**src/sv/tpsd_pkg.sv**
```systemverilog
// ----------------------------------------------------------------------------
// tpsd_pkg
// Shared widths, register codes and types of the three-wheel PID speed drive.
// ----------------------------------------------------------------------------
package tpsd_pkg;

  localparam int WHEEL_COUNT = 3;
  localparam int PWM_BITS    = 8;

  // Field and register widths.
  localparam int SPD_W  = 15;
  localparam int GAIN_W = 24;
  localparam int LIM_W  = 36;
  localparam int SUM_W  = 40;

  // Derived datapath widths.
  localparam int ERR_W    = SPD_W + 1;
  localparam int DIF_W    = ERR_W + 1;
  localparam int ACC_W    = SUM_W + 1;
  localparam int ACC_LO_W = SUM_W / 2;
  localparam int ACC_HI_W = SUM_W - ACC_LO_W;
  localparam int PE_W     = GAIN_W + 1 + ERR_W;
  localparam int DE_W     = GAIN_W + 1 + DIF_W;
  localparam int IL_W     = GAIN_W + ACC_LO_W;
  localparam int IH_W     = GAIN_W + 1 + ACC_HI_W;
  localparam int TI_W     = GAIN_W + 1 + SUM_W;
  localparam int PD_W     = DE_W + 1;
  localparam int TOT_W    = TI_W + 1;
  localparam int FRAC_W   = 32;
  localparam int Q_W      = TOT_W - FRAC_W;

  // Pipeline depth: error/state, multiply, partial sums, output register.
  localparam int N_STG = 4;

  // Stream packing.
  localparam int IN_LANE_W   = 2 * SPD_W + 1;
  localparam int IN_TDATA_W  = ((WHEEL_COUNT * IN_LANE_W + 7) / 8) * 8;
  localparam int OUT_LANE_W  = 2 * PWM_BITS;
  localparam int OUT_FIELD_W = WHEEL_COUNT * OUT_LANE_W;
  localparam int OUT_TDATA_W = ((OUT_FIELD_W + 7) / 8) * 8;

  // Configuration port.
  localparam int APB_DATA_W = 64;
  localparam int REG_IDX_W  = 2;
  localparam int ADDR_LSB   = 3;
  localparam int PADDR_W    = REG_IDX_W + ADDR_LSB;

  localparam logic [GAIN_W-1:0] PROP_GAIN_RST  = GAIN_W'(335544);
  localparam logic [GAIN_W-1:0] INT_GAIN_RST   = GAIN_W'(16777);
  localparam logic [GAIN_W-1:0] DERIV_GAIN_RST = GAIN_W'(1678);
  localparam logic [LIM_W-1:0]  INT_LIMIT_RST  = LIM_W'(65280000);

  typedef enum logic [REG_IDX_W-1:0] {
    REG_PROP_GAIN  = 2'd0,
    REG_INT_GAIN   = 2'd1,
    REG_DERIV_GAIN = 2'd2,
    REG_INT_LIMIT  = 2'd3
  } reg_idx_t;

  typedef struct packed {
    logic [GAIN_W-1:0] kp;
    logic [GAIN_W-1:0] ki;
    logic [GAIN_W-1:0] kd;
    logic [LIM_W-1:0]  limit;
  } cfg_t;

  typedef struct packed {
    logic take;    // input request accepted, lane state updates
    logic ld2;     // multiply stage loads
    logic ld3;     // partial sum stage loads
    logic ld_out;  // output register loads
  } pipe_ctl_t;

  typedef struct packed {
    logic signed [TI_W-1:0] ti;
    logic signed [PD_W-1:0] pd;
    logic                   zero;
    logic                   rev;
  } lane_res_t;

endpackage

```
**src/sv/tpsd_merge.sv**
```systemverilog
// ----------------------------------------------------------------------------
// tpsd_merge
// Final sum, floor and saturation per lane, direction routing, and the
// output register that packs all wheels into one result.
// ----------------------------------------------------------------------------
module tpsd_merge import tpsd_pkg::*; (
  input  logic                              clk,
  input  pipe_ctl_t                         ctl,
  input  lane_res_t [WHEEL_COUNT-1:0]       res,
  output logic      [OUT_TDATA_W-1:0]       m_tdata
);

  logic [OUT_FIELD_W-1:0] packed_out;

  always_comb begin
    logic signed [TOT_W-1:0] tot;
    logic        [Q_W-1:0]   q;
    logic        [PWM_BITS-1:0] duty;
    packed_out = '0;
    for (int w = 0; w < WHEEL_COUNT; w++) begin
      tot = TOT_W'(res[w].ti) + TOT_W'(res[w].pd);
      q   = tot[TOT_W-1:FRAC_W];
      if (tot[TOT_W-1]) begin
        duty = '0;
      end else if (|q[Q_W-1:PWM_BITS]) begin
        duty = '1;
      end else begin
        duty = q[PWM_BITS-1:0];
      end
      // A zero command silences both outputs of the wheel.
      if (!res[w].zero) begin
        if (res[w].rev) begin
          packed_out[w*OUT_LANE_W+PWM_BITS +: PWM_BITS] = duty;
        end else begin
          packed_out[w*OUT_LANE_W +: PWM_BITS] = duty;
        end
      end
    end
  end

  always_ff @(posedge clk) begin
    if (ctl.ld_out) begin
      m_tdata <= OUT_TDATA_W'(packed_out);
    end
  end

endmodule

```
**config.mk**
```make
export PLATFORM = sky130hd
export DESIGN_NAME = tpsd_merge
export DESIGN_NICKNAME = d
export VERILOG_FILES = /design/src/sv/tpsd_pkg.sv /design/src/sv/tpsd_merge.sv
export SDC_FILE = /design/constraint.sdc
export NUM_CORES = 1
export LEC_CHECK = 0
export BUFFER_PORTS_ARGS = -buffer_cell sky130_fd_sc_hd__clkbuf_2
export CELL_PAD_IN_SITES_DETAIL_PLACEMENT = 1
export CELL_PAD_IN_SITES_GLOBAL_PLACEMENT = 1
export CORE_AREA = 2 2 190 192
export DETAILED_ROUTE_END_ITERATION = 6
export DIE_AREA = 0 0 192 194
export HOLD_SLACK_MARGIN = 0.12
export PLACE_DENSITY = 0.88
export SYNTH_ARGS = -nofsm -noshare
export SYNTH_HDL_FRONTEND = slang
export SYNTH_SLANG_ARGS = --single-unit
```
**constraint.sdc**
```tcl
create_clock -name clk -period 7 [get_ports clk]
set_input_delay 0.7 -clock clk [delete_from_list [all_inputs] [get_ports clk]]
set_output_delay 0.7 -clock clk [all_outputs]
set_load 0.02 [all_outputs]
```
# Word level (Yosys, flattened, before mapping)
# Index checks and enable logic that the tools add are counted.
# totals
register_bits	48
latch_bits	0
mem_bits_rw	0
rom_bits	0
in_bits	335
out_inout_bits	48
elab_cells	27
mem_count	0
# classes
addsub	3
n_mul	0
div	0
n_lt_le_gt_ge	0
n_eq_ne	0
shifts	0
n_mux	6
bitwise	3
reduce_logical	9
# op_table
operator	count
$add A65 B43 Y66	3
$reduce_or A26 Y1	3
$mux W8	6
$reduce_or A2 Y1	6
$not A1 Y1	3

# Longest topological paths before layout
# Gate-level depths: netlist of run 1.
# depth
depth_word	4
mapped_depth	15
mapped_depth_nobuf	12

# Worst setup path before layout of run 1
# No wires, ideal clock.
# synth_path
path_kind	input to register
start	input port res[255] in the netlist's numbering
end	register m_tdata[32], data pin
setup_ns	0.266
t_arrival_ns	3.700
required_ns	6.734
slack_ns	3.033
path_stages	14
n_path_buf	2
path_cell_list	ha_1 > buf_6 > a21o_1 > o21bai_4 > a221oi_4 > a21boi_2 > o31ai_2 > a21oi_1 > or3_1 > a2111oi_2 > o2111ai_1 > nor4_4 > buf_6 > a21oi_1
# synth_between
elab_chain_len	4
# synth_rtl
element	line	text
start: declaration	tpsd_merge.sv:9	input lane_res_t [WHEEL_COUNT-1:0] res,
$add A65 B43 Y66 *	tpsd_merge.sv:21	tot = TOT_W'(res[w].ti) + TOT_W'(res[w].pd);
$reduce_or A26 Y1	tpsd_merge.sv:25	end else if (|q[Q_W-1:PWM_BITS]) begin
$mux W8	tpsd_merge.sv:25	
$mux W8 *	tpsd_merge.sv:23	if (tot[TOT_W-1]) begin
end signal: assignment	tpsd_merge.sv:43	m_tdata <= OUT_TDATA_W'(packed_out);
end: declaration	tpsd_merge.sv:10	output logic [OUT_TDATA_W-1:0] m_tdata
# Mark *: on every way between the ends. The rest lies on a longest branch, timed or not.
# A chain may end at the register's enable or synchronous reset.

# Final worst setup path of run 1
# layout_path
start	input port res[44] in the netlist's numbering
end	register m_tdata[4], data pin
# The elaborated chain is that of the path after synthesis.

==> summary.md, run 1 <==
| Metric | Value |
|---|---|
| Starting Density | `38.4%` |
| Biggest regs | `m_tdata x48` |
| Remaining antenna violation count | `0` |
| Post-route cell area | `15,800 µm²` |
| Area taken by multi-input logic gates | `11,600 µm²` |
| Overflow after GRT | `0` |
| Relative slew slack | `31.9%` |
| Status | `complete, no violations` |
| Crit path kind | `input pin to flip-flop` |
| Hold_ws | `914 ps` |
| Sequential share of the synthesized area | `10.6%` |
| Num Clock Sinks | `48` |
| Hold Startpoint | `res[110]` |
| Area delta synth->final | `16.9%` |
| Post-detailed-route wirelength per cell | `21.8 µm` |
| CP Max Fanout | `23` |
| Drt drc | `0` |
| Io pins | `383` |
| H-tree lvl count | `2` |
| Initial antenna violation count | `1` |
| GRT Overall Usage | `30.8%` |
| Maximum buffer depth of the clock tree | `2` |
| Gp weighted congestion | `0.956` |
| Power density cells | `126 nW/µm²` |
| TritonCTS buffer count | `5` |
| Synthesized area | `13,500 µm²` |
| Count of cell types in the netlist | `86` |
| Max_cap viols | `0` |
| Hold Fails Final Rpt | `0` |
| DRT iter0 DRCs | `962` |
| Total core area | `35,200 µm²` |
| Worst VDD drop | `0.0000848 V` |
| # setup viols final | `0` |
| Row cnt | `69` |
| Critical Path AT | `5340 ps` |
| Hold Path Cell Cnt | `3` |
| Full die area | `37,200 µm²` |
| Via-to-Cell Ratio | `6.35` |
| Post-synth ARST share | `0%` |
| Min Tclk post-route | `5300 ps` |
| Setup crit end kind | `flip-flop` |
| Synth Warn # | `0` |
| Setup_tns | `0 ps` |
| Biggest register | `m_tdata` |
| Die Height | `194 µm` |
| Clock Pin Slew Worst Setup and Hold Paths | `90 ps` |
| DP HPWL | `51,500 µm` |
| Vias in the first global route | `17.8k` |
| Worst-Margin Slew | `1020 ps` |
| Destination of the worst hold path | `m_tdata[31]` |
| Dpl cell area | `15,700 µm²` |
| Period utilisation layout | `75.7%` |
| Startpoint types | `input pin` |
| WL final | `59,800 µm` |
| Syn_nets | `2,497` |
| First-pass GRT wire length | `92,900 µm` |
| Setup bufs post-CTS | `0` |
| Max FFs per register | `48` |
| Mapped Cells | `1,970` |
| Nets@finish | `2,808` |
| Filler cells | `4,731` |
| Largest net degree at the start of global routing | `49` |
| Layout cell share with drive strength beyond 1 | `18.3%` |
| Peak Freq | `189 MHz` |
| Vias | `17.4k` |
| FF+latch count, synth | `48` |
| WP data required | `7050 ps` |
| Ys flop type | `edfxtp_1` |
| Drt pass-1 iters | `5` |
| Class of the worst hold path | `input pin to flip-flop` |
| Clk root buf | `clkbuf_16` |
| Pre-CTS WS | `1410 ps` |
| Die width | `192 µm` |
| Final setup margin | `1700 ps` |
| Syn avg cell area | `6.87 µm²` |
| Final slew viol count | `0` |
| Hold_buf cts | `0` |
| Post-cts resize count | `0` |
| Unrepaired setup endpoints after global routing | `false` |
| IO buf count | `379` |
| Number of synthesized flops with an enable pin | `48` |
| CTS tree | `built` |
| Static Leak | `6.84 nW` |
| FF+latch area | `1440 µm²` |
cell usage after synthesis, drive strengths merged, types with 8 or more instances:
| library cell | n | area share (%) |
|---|---|---|
| nor2 | 156 | 4.3 |
| a21oi | 321 | 12 |
| and3 | 18 | 0.83 |
| buf | 25 | 1.1 |
| o2111ai | 12 | 0.78 |
| nor2b | 10 | 0.46 |
| o21ai | 184 | 6.8 |
| nand4 | 98 | 4.5 |
| nand3 | 46 | 1.7 |
| a2111oi | 12 | 0.91 |
| o21a | 25 | 1.4 |
| o221ai | 8 | 0.52 |
| nor3 | 49 | 1.8 |
| and4 | 12 | 0.78 |
| or3 | 11 | 0.51 |
| a21boi | 14 | 0.80 |
| ha | 192 | 18 |
| a221oi | 8 | 0.65 |
| edfxtp | 48 | 11 |
| nand2b | 12 | 0.55 |
| o21bai | 18 | 1.1 |
| nor4 | 28 | 1.5 |
| a31oi | 32 | 1.5 |
| or2 | 8 | 0.37 |
| inv | 44 | 1.2 |
| o211ai | 18 | 1.0 |
| xnor2 | 25 | 1.6 |
| a211oi | 21 | 1.2 |
| clkbuf | 52 | 1.5 |
| nand2 | 249 | 6.9 |
| a41oi | 8 | 0.52 |
| o31ai | 21 | 1.2 |
| a21o | 54 | 3.0 |
| xor2 | 32 | 2.1 |
metal layers:
layer  track usage [%]  wire, µm  up-vias
met1              38.0     25300     8419
li1                  -         -     8275
met2              55.3     29500      607
met5                 0         0        -
met3              2.43      2880      129
met4              11.6      2190        0
worst max-delay path by stage:
| stage | start | to | slack, ps | cells after the start |
|---|---|---|---|---|
| floorplan | res[255] | m_tdata[32] | 3030 | 14 |
| global placement | res[44] | m_tdata[0] | 1580 | 12 |
| detailed placement | res[44] | m_tdata[4] | 1410 | 12 |
| CTS | res[44] | m_tdata[4] | 1730 | 12 |
| global route | res[44] | m_tdata[0] | 1210 | 12 |
| finish | res[44] | m_tdata[4] | 1700 | 12 |
report_power, final:
group,leakage (nW),internal (mW),switching [mW]
sequential,0.460,0.346,0.0118
clock,0.0708,0.136,0.132
combinational,6.31,0.485,0.881
total,6.84,0.966,1.03
layout make-up:
cell class / instances / share of cell area (%)
multi-input combinational: 1801 / 73.2
timing repair buffer: 381 / 12.1
sequential: 48 / 9.10
tap: 461 / 3.64
inverter: 44 / 1.04
clock buffer: 5 / 0.790
clock inverter: 3 / 0.158
antenna: 1 / 0.0158
metrics by stage:
step / utilization, % / std cells / power (mW)
CTS: 44.9 / 2743 / 1.97
detailed placement: 44.5 / 2735 / 1.69
finish: 44.9 / 2744 / 1.99
global route: 44.9 / 2744 / 2.12
global placement: 44.5 / 2735 / 1.65
floorplan: - / 1970 / 1.24
cells in the final DEF, fill, tap and decap left out, drive strengths merged, types with 10 or more instances in the layout:
master	synthesis	routed
a2111oi	12	12
a211oi	21	21
a21boi	14	14
a21o	54	54
a21oi	321	321
a31oi	32	32
and3	18	18
and4	12	12
clkbuf	52	384
edfxtp	48	48
ha	192	192
inv	44	46
nand2	249	249
nand2b	12	12
nand3	46	46
nand4	98	98
nor2	156	156
nor2b	10	10
nor3	49	49
nor4	28	28
o2111ai	12	12
o211ai	18	18
o21a	25	25
o21ai	184	184
o21bai	18	18
o31ai	21	21
or3	11	11
xnor2	25	25
xor2	32	32
critical path, stage by stage:
cell	delay, ps
clkbuf_2	350
ha_1	580
a21o_1	250
a21o_1	190
a221oi_1	850
a311oi_1	300
a2111o_1	480
o2bb2ai_1	140
nor4b_1	280
nand4_1	440
nor4_1	630
a21oi_1	140
logic make-up after synthesis:
kind of cell,share of synthesized area (%)
flops,10.6
buf+inv,3.81
mux,0.684
simple gates,26.2
xor+xnor,3.69
fa+ha+maj,17.7
compound gates,37.2
No activity file was read; power rests on OpenSTA's default activity.
==> run 2: changes to the inputs <==
--- a/config.mk
+++ b/config.mk
@@ -5,14 +5,15 @@
 export SDC_FILE = /design/constraint.sdc
 export NUM_CORES = 1
 export LEC_CHECK = 0
+export ABC_AREA = 1
 export BUFFER_PORTS_ARGS = -buffer_cell sky130_fd_sc_hd__clkbuf_2
 export CELL_PAD_IN_SITES_DETAIL_PLACEMENT = 1
 export CELL_PAD_IN_SITES_GLOBAL_PLACEMENT = 1
-export CORE_AREA = 2 2 190 192
+export CORE_AREA = 2 2 241 243
 export DETAILED_ROUTE_END_ITERATION = 6
-export DIE_AREA = 0 0 192 194
+export DIE_AREA = 0 0 243 245
 export HOLD_SLACK_MARGIN = 0.12
-export PLACE_DENSITY = 0.88
+export PLACE_DENSITY = 0.84
 export SYNTH_ARGS = -nofsm -noshare
 export SYNTH_HDL_FRONTEND = slang
 export SYNTH_SLANG_ARGS = --single-unit
==> constraint.sdc (replaced) <==
create_clock -name clk -period 4.42 [get_ports clk]
set_input_delay 0.442 -clock clk [delete_from_list [all_inputs] [get_ports clk]]
set_output_delay 0.442 -clock clk [all_outputs]
set_load 0.02 [all_outputs]
==> summary.md, run 2 <==
| Metric | Value |
|---|---|
| Mapped Cells | `3,983 (+100%)` |
| Initial antenna violation count | `0 (-1)` |
| FF+latch count, synth | `48 (unchanged)` |
| Peak Freq | `286 MHz` |
| Synthesized area | `19,200 µm² (+42%)` |
| Vias | `24.9k (+43%)` |
| Post-synth ARST share | `0% (unchanged)` |
| Unrepaired setup endpoints after global routing | `false` |
| GR peak layer | `met2` |
| Max_cap viols | `0 (unchanged)` |
| Synth top area cells | `nand2_1, inv_1, ha_1, edfxtp_1, nor2_1` |
| Total core area | `57,000 µm² (+62%)` |
| Number of synthesized flops with an enable pin | `48 (unchanged)` |
| Period utilisation layout | `79.1%` |
| Crit path kind | `input pin to flip-flop` |
| Area taken by multi-input logic gates | `14,100 µm² (+22%)` |
| Die width | `243 µm (+27%)` |
| Met1 Use GR | `34.2% (-3.8 points)` |
| IO buf count | `379 (unchanged)` |
| Post-detailed-route wirelength per cell | `15.8 µm (-28%)` |
| TritonCTS buffer count | `5 (unchanged)` |
| CP Max Fanout | `23 (unchanged)` |
| Min Tclk post-route | `3500 ps` |
| Syn avg cell area | `4.82 µm² (-30%)` |
| Hold_buf cts | `0 (unchanged)` |
| WL final | `81,100 µm (+36%)` |
| Status | `complete, no violations` |
| First-pass GRT wire length | `128,000 µm (+38%)` |
| Maximum buffer depth of the clock tree | `2 (unchanged)` |
| Relative slew slack | `51.7% (+20 points)` |
| Gp weighted congestion | `0.955 (about the same)` |
| Row cnt | `88 (+28%)` |
| CTS tree | `built` |
| Worst-Margin Slew | `724 ps (-293 ps)` |
| Starting Density | `33.6% (-4.8 points)` |
| # setup viols final | `0 (unchanged)` |
| Area delta synth->final | `15.8%` |
| Static Leak | `14.5 nW (+110%)` |
| GRT Overall Usage | `26.7% (-4.1 points)` |
| Area share of the leading cell type in the synthesized netlist | `35.7% (+18 points)` |
| WP data required | `4480 ps (-2570 ps)` |
| Layout cell share with drive strength beyond 1 | `10.7% (-7.6 points)` |
| Post-cts resize count | `0 (unchanged)` |
| Critical Path AT | `3560 ps (-1780 ps)` |
| Util after Layout | `38.9% (-6.0 points)` |
| Clk root buf | `clkbuf_16` |
| Hold Fails Final Rpt | `0 (unchanged)` |
| Via-to-Cell Ratio | `4.84 (-24%)` |
| Antenna cells | `0 (-1)` |
| FF+latch area | `1440 µm² (unchanged)` |
| Remaining antenna violation count | `0 (unchanged)` |
| Overflow after GRT | `0 (unchanged)` |
| DP HPWL | `74,200 µm (+44%)` |
| Class of the worst hold path | `input pin to flip-flop` |
| M3 GR Usage | `2.48% (+0.057 points)` |
| Synth Warn # | `0 (unchanged)` |
| Largest area contributor in the netlist | `nand2_1` |
| Sequential share of the synthesized area | `7.51% (-3.1 points)` |
| Power Total | `3.65 mW (+83%)` |
| Clock Pin Slew Worst Setup and Hold Paths | `80 ps (about the same)` |
| Count of cell types in the netlist | `35 (-59%)` |
| Drt pass-1 iters | `5 (unchanged)` |
| Synth cell count leaders | `nand2_1, inv_1, nor2_1, ha_1, a21oi_1` |
| Max FFs per register | `48 (unchanged)` |
| CP endpoint | `m_tdata[12]` |
| H-tree lvl count | `2 (unchanged)` |
| Setup_tns | `0 ps (unchanged)` |
| Critical path origin | `res[44]` |
| Syn_nets | `4,510 (+81%)` |
| Most frequent cells in the layout | `nand2_1, inv_1, clkbuf_2` |
| Drt drc | `0 (unchanged)` |
| Biggest register | `m_tdata` |
| Biggest regs | `m_tdata x48` |
| Startpoint types | `input pin` |
| Top-count cell post-synth | `nand2_1` |
| Hold_ws | `627 ps (-287 ps)` |
| Nets@finish | `4,894 (+74%)` |
| Met2 Usage GRT | `48.6% (-6.7 points)` |
| Worst VDD drop | `0.000143 V (+68%)` |
| Most common cell after layout, fill and taps aside | `nand2_1` |
| Setup crit end kind | `flip-flop` |
| Vias in the first global route | `25.0k (+41%)` |
| Power density cells | `164 nW/µm² (+31%)` |
| Num Clock Sinks | `48 (unchanged)` |
| Ys flop type | `edfxtp_1` |
| Die Height | `245 µm (+26%)` |
| Final slew viol count | `0 (unchanged)` |
| Setup bufs post-CTS | `0 (unchanged)` |
| DRT iter0 DRCs | `1,257 (+31%)` |
| Full die area | `59,500 µm² (+60%)` |
| Filler cells | `8,744 (+85%)` |
| Io pins | `383 (unchanged)` |
| Largest net degree at the start of global routing | `49 (unchanged)` |
==> run 2: cell types whose count changed in the layout (fill, tap and decap cells not counted), moves of 19 or more <==
cell,previous run,this run
inv_2,0,22
nand2_1,249,1824
o21ai_1,50,2
a211oi_1,21,2
nand3_1,46,137
a21oi_1,320,152
nand3b_1,5,34
a21o_1,52,0
nand4_1,98,41
inv_1,44,935
nor2_1,156,371
o21a_1,25,3
o21ai_0,134,39
==> run 2: area by class of cell <==
type | count | share of cell area (%)
Clock buffer | 5 | 0.563
Clock inverter | 3 | 0.214
Multi-Input combinational cell | 2975 | 63.7
Timing Repair Buffer | 380 | 8.57
Sequential cell | 48 | 6.49
Inverter | 957 | 16.2
Tap cell | 765 | 4.31
==> run 2: worst min path at each step <==
stage	slack, ps	cells past startpoint	to	start
after floorplan	550	0	m_tdata[0]	ctl[0]
after global placement	890	1	m_tdata[9]	m_tdata[9]
after detailed placement	900	1	m_tdata[9]	m_tdata[9]
after CTS	620	3	m_tdata[18]	res[110]
after global routing	640	3	m_tdata[6]	res[0]
final	630	3	m_tdata[5]	res[0]
==> run 2: stage by stage <==
step	instance area (µm²)	std cells	worst slack [ps]
3_3_place_gp	22000	5125	825
4_1_cts	22200	5133	1010
6_report	22200	5133	922
5_1_grt	22200	5133	715
2_1_floorplan	19200	3983	1920
3_5_place_dp	22000	5125	673
==> run 2: report_power, final <==
part | leakage, nW | switching (mW) | internal (mW) | total (mW)
Combinational | 13.9 | 1.78 | 0.835 | 2.61
Sequential | 0.459 | 0.0173 | 0.547 | 0.564
Clock | 0.0840 | 0.208 | 0.270 | 0.478
Total | 14.5 | 2.00 | 1.65 | 3.65
==> run 2: critical path, cell delays in order <==
cell,delay [ps]
clkbuf_2,340
ha_1,530
a21oi_1,370
o21ai_0,150
a21oi_1,270
or2_2,160
nand3_1,60
a21oi_1,360
nand2_1,140
nand2_1,80
o21ai_1,130
nor2_8,230
nand3_2,100
nand2_1,100
nor2_1,80
==> run 2: cells by family (layout without fill, tap and decap cells) <==
logic type / count (synthesis) / in the layout / share of synthesized area [%]
simple gates: 2526 / 2526 / 53.6
buf+inv: 960 / 1345 / 18.8
compound gates: 232 / 232 / 6.44
fa+ha+maj: 192 / 192 / 12.5
flops: 48 / 48 / 7.51
xor+xnor: 25 / 25 / 1.14
==> run 2: metal layers <==
layer	wire length (µm)	part of all wire, %	vias to the layer above
met1	36700	45	11500
met2	39000	48	603
met4	1570	1.9	0
met5	0	0	-
li1	-	-	12700
met3	3880	4.8	81
==> run 3: changes to the inputs <==
--- a/config.mk
+++ b/config.mk
@@ -9,11 +9,11 @@
 export BUFFER_PORTS_ARGS = -buffer_cell sky130_fd_sc_hd__clkbuf_2
 export CELL_PAD_IN_SITES_DETAIL_PLACEMENT = 1
 export CELL_PAD_IN_SITES_GLOBAL_PLACEMENT = 1
-export CORE_AREA = 2 2 241 243
+export CORE_AREA = 2 2 231 233
 export DETAILED_ROUTE_END_ITERATION = 6
-export DIE_AREA = 0 0 243 245
+export DIE_AREA = 0 0 233 235
 export HOLD_SLACK_MARGIN = 0.12
-export PLACE_DENSITY = 0.84
+export PLACE_DENSITY = 0.87
 export SYNTH_ARGS = -nofsm -noshare
 export SYNTH_HDL_FRONTEND = slang
 export SYNTH_SLANG_ARGS = --single-unit
==> constraint.sdc (replaced) <==
create_clock -name clk -period 3.4 [get_ports clk]
set_input_delay 0.34 -clock clk [delete_from_list [all_inputs] [get_ports clk]]
set_output_delay 0.34 -clock clk [all_outputs]
set_load 0.02 [all_outputs]
==> summary.md, run 3 (same netlist as run 2, synthesis figures left out) <==
| Metric | Value |
|---|---|
| Status | `complete, no violations` |
| Drt drc | `0 (unchanged)` |
| Post-detailed-route wirelength per cell | `16.3 µm (+3.0%)` |
| Max_cap viols | `0 (unchanged)` |
| Max FFs per register | `48 (unchanged)` |
| Row cnt | `84 (-4.5%)` |
| Worst VDD drop | `0.000190 V (+33%)` |
| Io pins | `383 (unchanged)` |
| Biggest register | `m_tdata` |
| Most common cell after layout, fill and taps aside | `nand2_1` |
| Maximum buffer depth of the clock tree | `2 (unchanged)` |
| Nets@finish | `4,954 (+1.2%)` |
| Min Tclk post-route | `3090 ps` |
| Die width | `233 µm (-4.1%)` |
| Sw Share | `55.0% (+0.15 points)` |
| Unrepaired setup endpoints after global routing | `false` |
| Clock Pin Slew Worst Setup and Hold Paths | `100 ps (+20 ps)` |
| Power Total | `4.89 mW (+34%)` |
| Period utilisation layout | `91.0%` |
| Static Leak | `14.8 nW (+2.0%)` |
| Setup crit end kind | `flip-flop` |
| DP HPWL | `76,000 µm (+2.3%)` |
| Drt pass-1 iters | `5 (unchanged)` |
| Cells after DPL | `5,108 (-0.33%)` |
| Final slew viol count | `0 (unchanged)` |
| # setup viols final | `0 (unchanged)` |
| Area delta synth->final | `17.7%` |
| Seq pwr share | `14.9% (-0.5 points)` |
| Initial antenna violation count | `5 (+5)` |
| Peak Freq | `323 MHz` |
| TritonCTS buffer count | `5 (unchanged)` |
| Layout cell share with drive strength beyond 1 | `11.9% (+1.2 points)` |
| WL final | `83,300 µm (+2.7%)` |
| Clock power frac | `13.8% (+0.7 points)` |
| Hold Fails Final Rpt | `0 (unchanged)` |
| FF+latch area | `1440 µm² (unchanged)` |
| Vias | `25.3k (+1.9%)` |
| Net switching power figure | `2.69 mW (+34%)` |
| Starting Density | `36.7% (+3.1 points)` |
| CTS tree | `built` |
| First-pass GRT wire length | `131,000 µm (+2.2%)` |
| Overflow after GRT | `0 (unchanged)` |
| GRT Overall Usage | `30.0% (+3.3 points)` |
| Class of the worst hold path | `input pin to flip-flop` |
| Critical Path AT | `3160 ps (-400 ps)` |
| Relative slew slack | `49.3% (-2.4 points)` |
| Setup bufs post-CTS | `0 (unchanged)` |
| Post-cts resize count | `0 (unchanged)` |
| Clk root buf | `clkbuf_16` |
| CP Max Fanout | `22 (-4.3%)` |
| Setup_tns | `0 ps (unchanged)` |
| Worst-Margin Slew | `760 ps (+35.7 ps)` |
| Vias in the first global route | `25.9k (+3.5%)` |
| Comb pwr share | `71.3% (-0.2 points)` |
| Filler cells | `8,089 (-7.5%)` |
| DRT iter0 DRCs | `1,488 (+18%)` |
| Power density cells | `217 nW/µm² (+32%)` |
| Total core area | `52,200 µm² (-8.4%)` |
| Num Clock Sinks | `48 (unchanged)` |
| Via-to-Cell Ratio | `4.95 (+2.2%)` |
| Gp weighted congestion | `1.01 (+5.3%)` |
| Startpoint types | `input pin` |
| Die Height | `235 µm (-4.1%)` |
| Area taken by multi-input logic gates | `14,100 µm² (unchanged)` |
| Finished Layout Cells | `5,118 (-0.29%)` |
| IO buf count | `379 (unchanged)` |
| Biggest regs | `m_tdata x48` |
| H-tree lvl count | `2 (unchanged)` |
| Hold_buf cts | `0 (unchanged)` |
| Full die area | `54,800 µm² (-8.0%)` |
| Remaining antenna violation count | `0 (unchanged)` |
| Internal cell power | `2.20 mW (+34%)` |
| WP data required | `3470 ps (-1010 ps)` |
| Largest net degree at the start of global routing | `24 (-51%)` |
| Most frequent cells in the layout | `nand2_1, inv_1, clkbuf_2` |
| Crit path kind | `input pin to flip-flop` |
==> run 3: changes by cell type in the layout (fill, tap and decap cells not counted) <==
cell and change:
buf_4 +58, buf_12 +2, clkinv_4 -2, diode_2 +2, clkinvlp_4 +1, inv_6 +1
==> run 3: layout make-up <==
cell class,instances,share of cell area [%]
Multi-Input combinational cell,2975,62.6
Inverter,957,15.9
Timing Repair Buffer,440,10.5
Sequential cell,48,6.38
Tap cell,688,3.81
Clock buffer,5,0.554
Clock inverter,3,0.205
Antenna cell,2,0.0222
==> run 3: critical path: stages <==
cell and delay [ps]:
clkbuf_2 120, buf_12 160, ha_1 390, a21oi_1 320, nand2_1 140, a21oi_1 310
nand2_1 100, a21oi_1 180, nand2_1 80, nand2_1 50, nand2_1 40, inv_1 140
nand2_1 70, nor2_1 90, nand2_1 120, nor2_8 200, nand3_2 100, nand2_1 120
nor2_1 60
==> run 3: metal layers <==
metal  GRT usage, %  up-vias  routed length, µm
met5              0        -                 13
met3           3.29      136               4880
li1               -    12800                  -
met2           52.7      696              38700
met1           38.0    11700              36900
met4           9.65        2               2870
==> run 3: through the flow <==
step / util [%] / instance area, µm² / hold slack, ps / setup slack [ps]
6_report: 43.3 / 22600 / 496 / 307
5_1_grt: 43.3 / 22600 / 530 / 76.5
4_1_cts: 43.2 / 22600 / 502 / 399
3_5_place_dp: 42.9 / 22400 / 795 / 74.5
3_3_place_gp: 42.9 / 22400 / 793 / 176
2_1_floorplan: - / 19200 / 452 / 999
==> run 3: path summary, 6_finish.rpt <==
| check | startpoint | to | slack, ps | cells past startpoint |
|---|---|---|---|---|
| hold / removal | res[220] | m_tdata[39] | 500 | 3 |
| setup / recovery | res[44] | m_tdata[12] | 310 | 19 |
==> run 3: power groups by stage <==
stage	Sequential (mW)	Clock [mW]	Combinational (mW)
2_1_floorplan	0.803	0	2.10
3_3_place_gp	0.741	0	3.33
3_5_place_dp	0.743	0	3.43
4_1_cts	0.730	0.669	3.45
5_1_grt	0.733	0.691	3.90
6_report	0.728	0.675	3.49
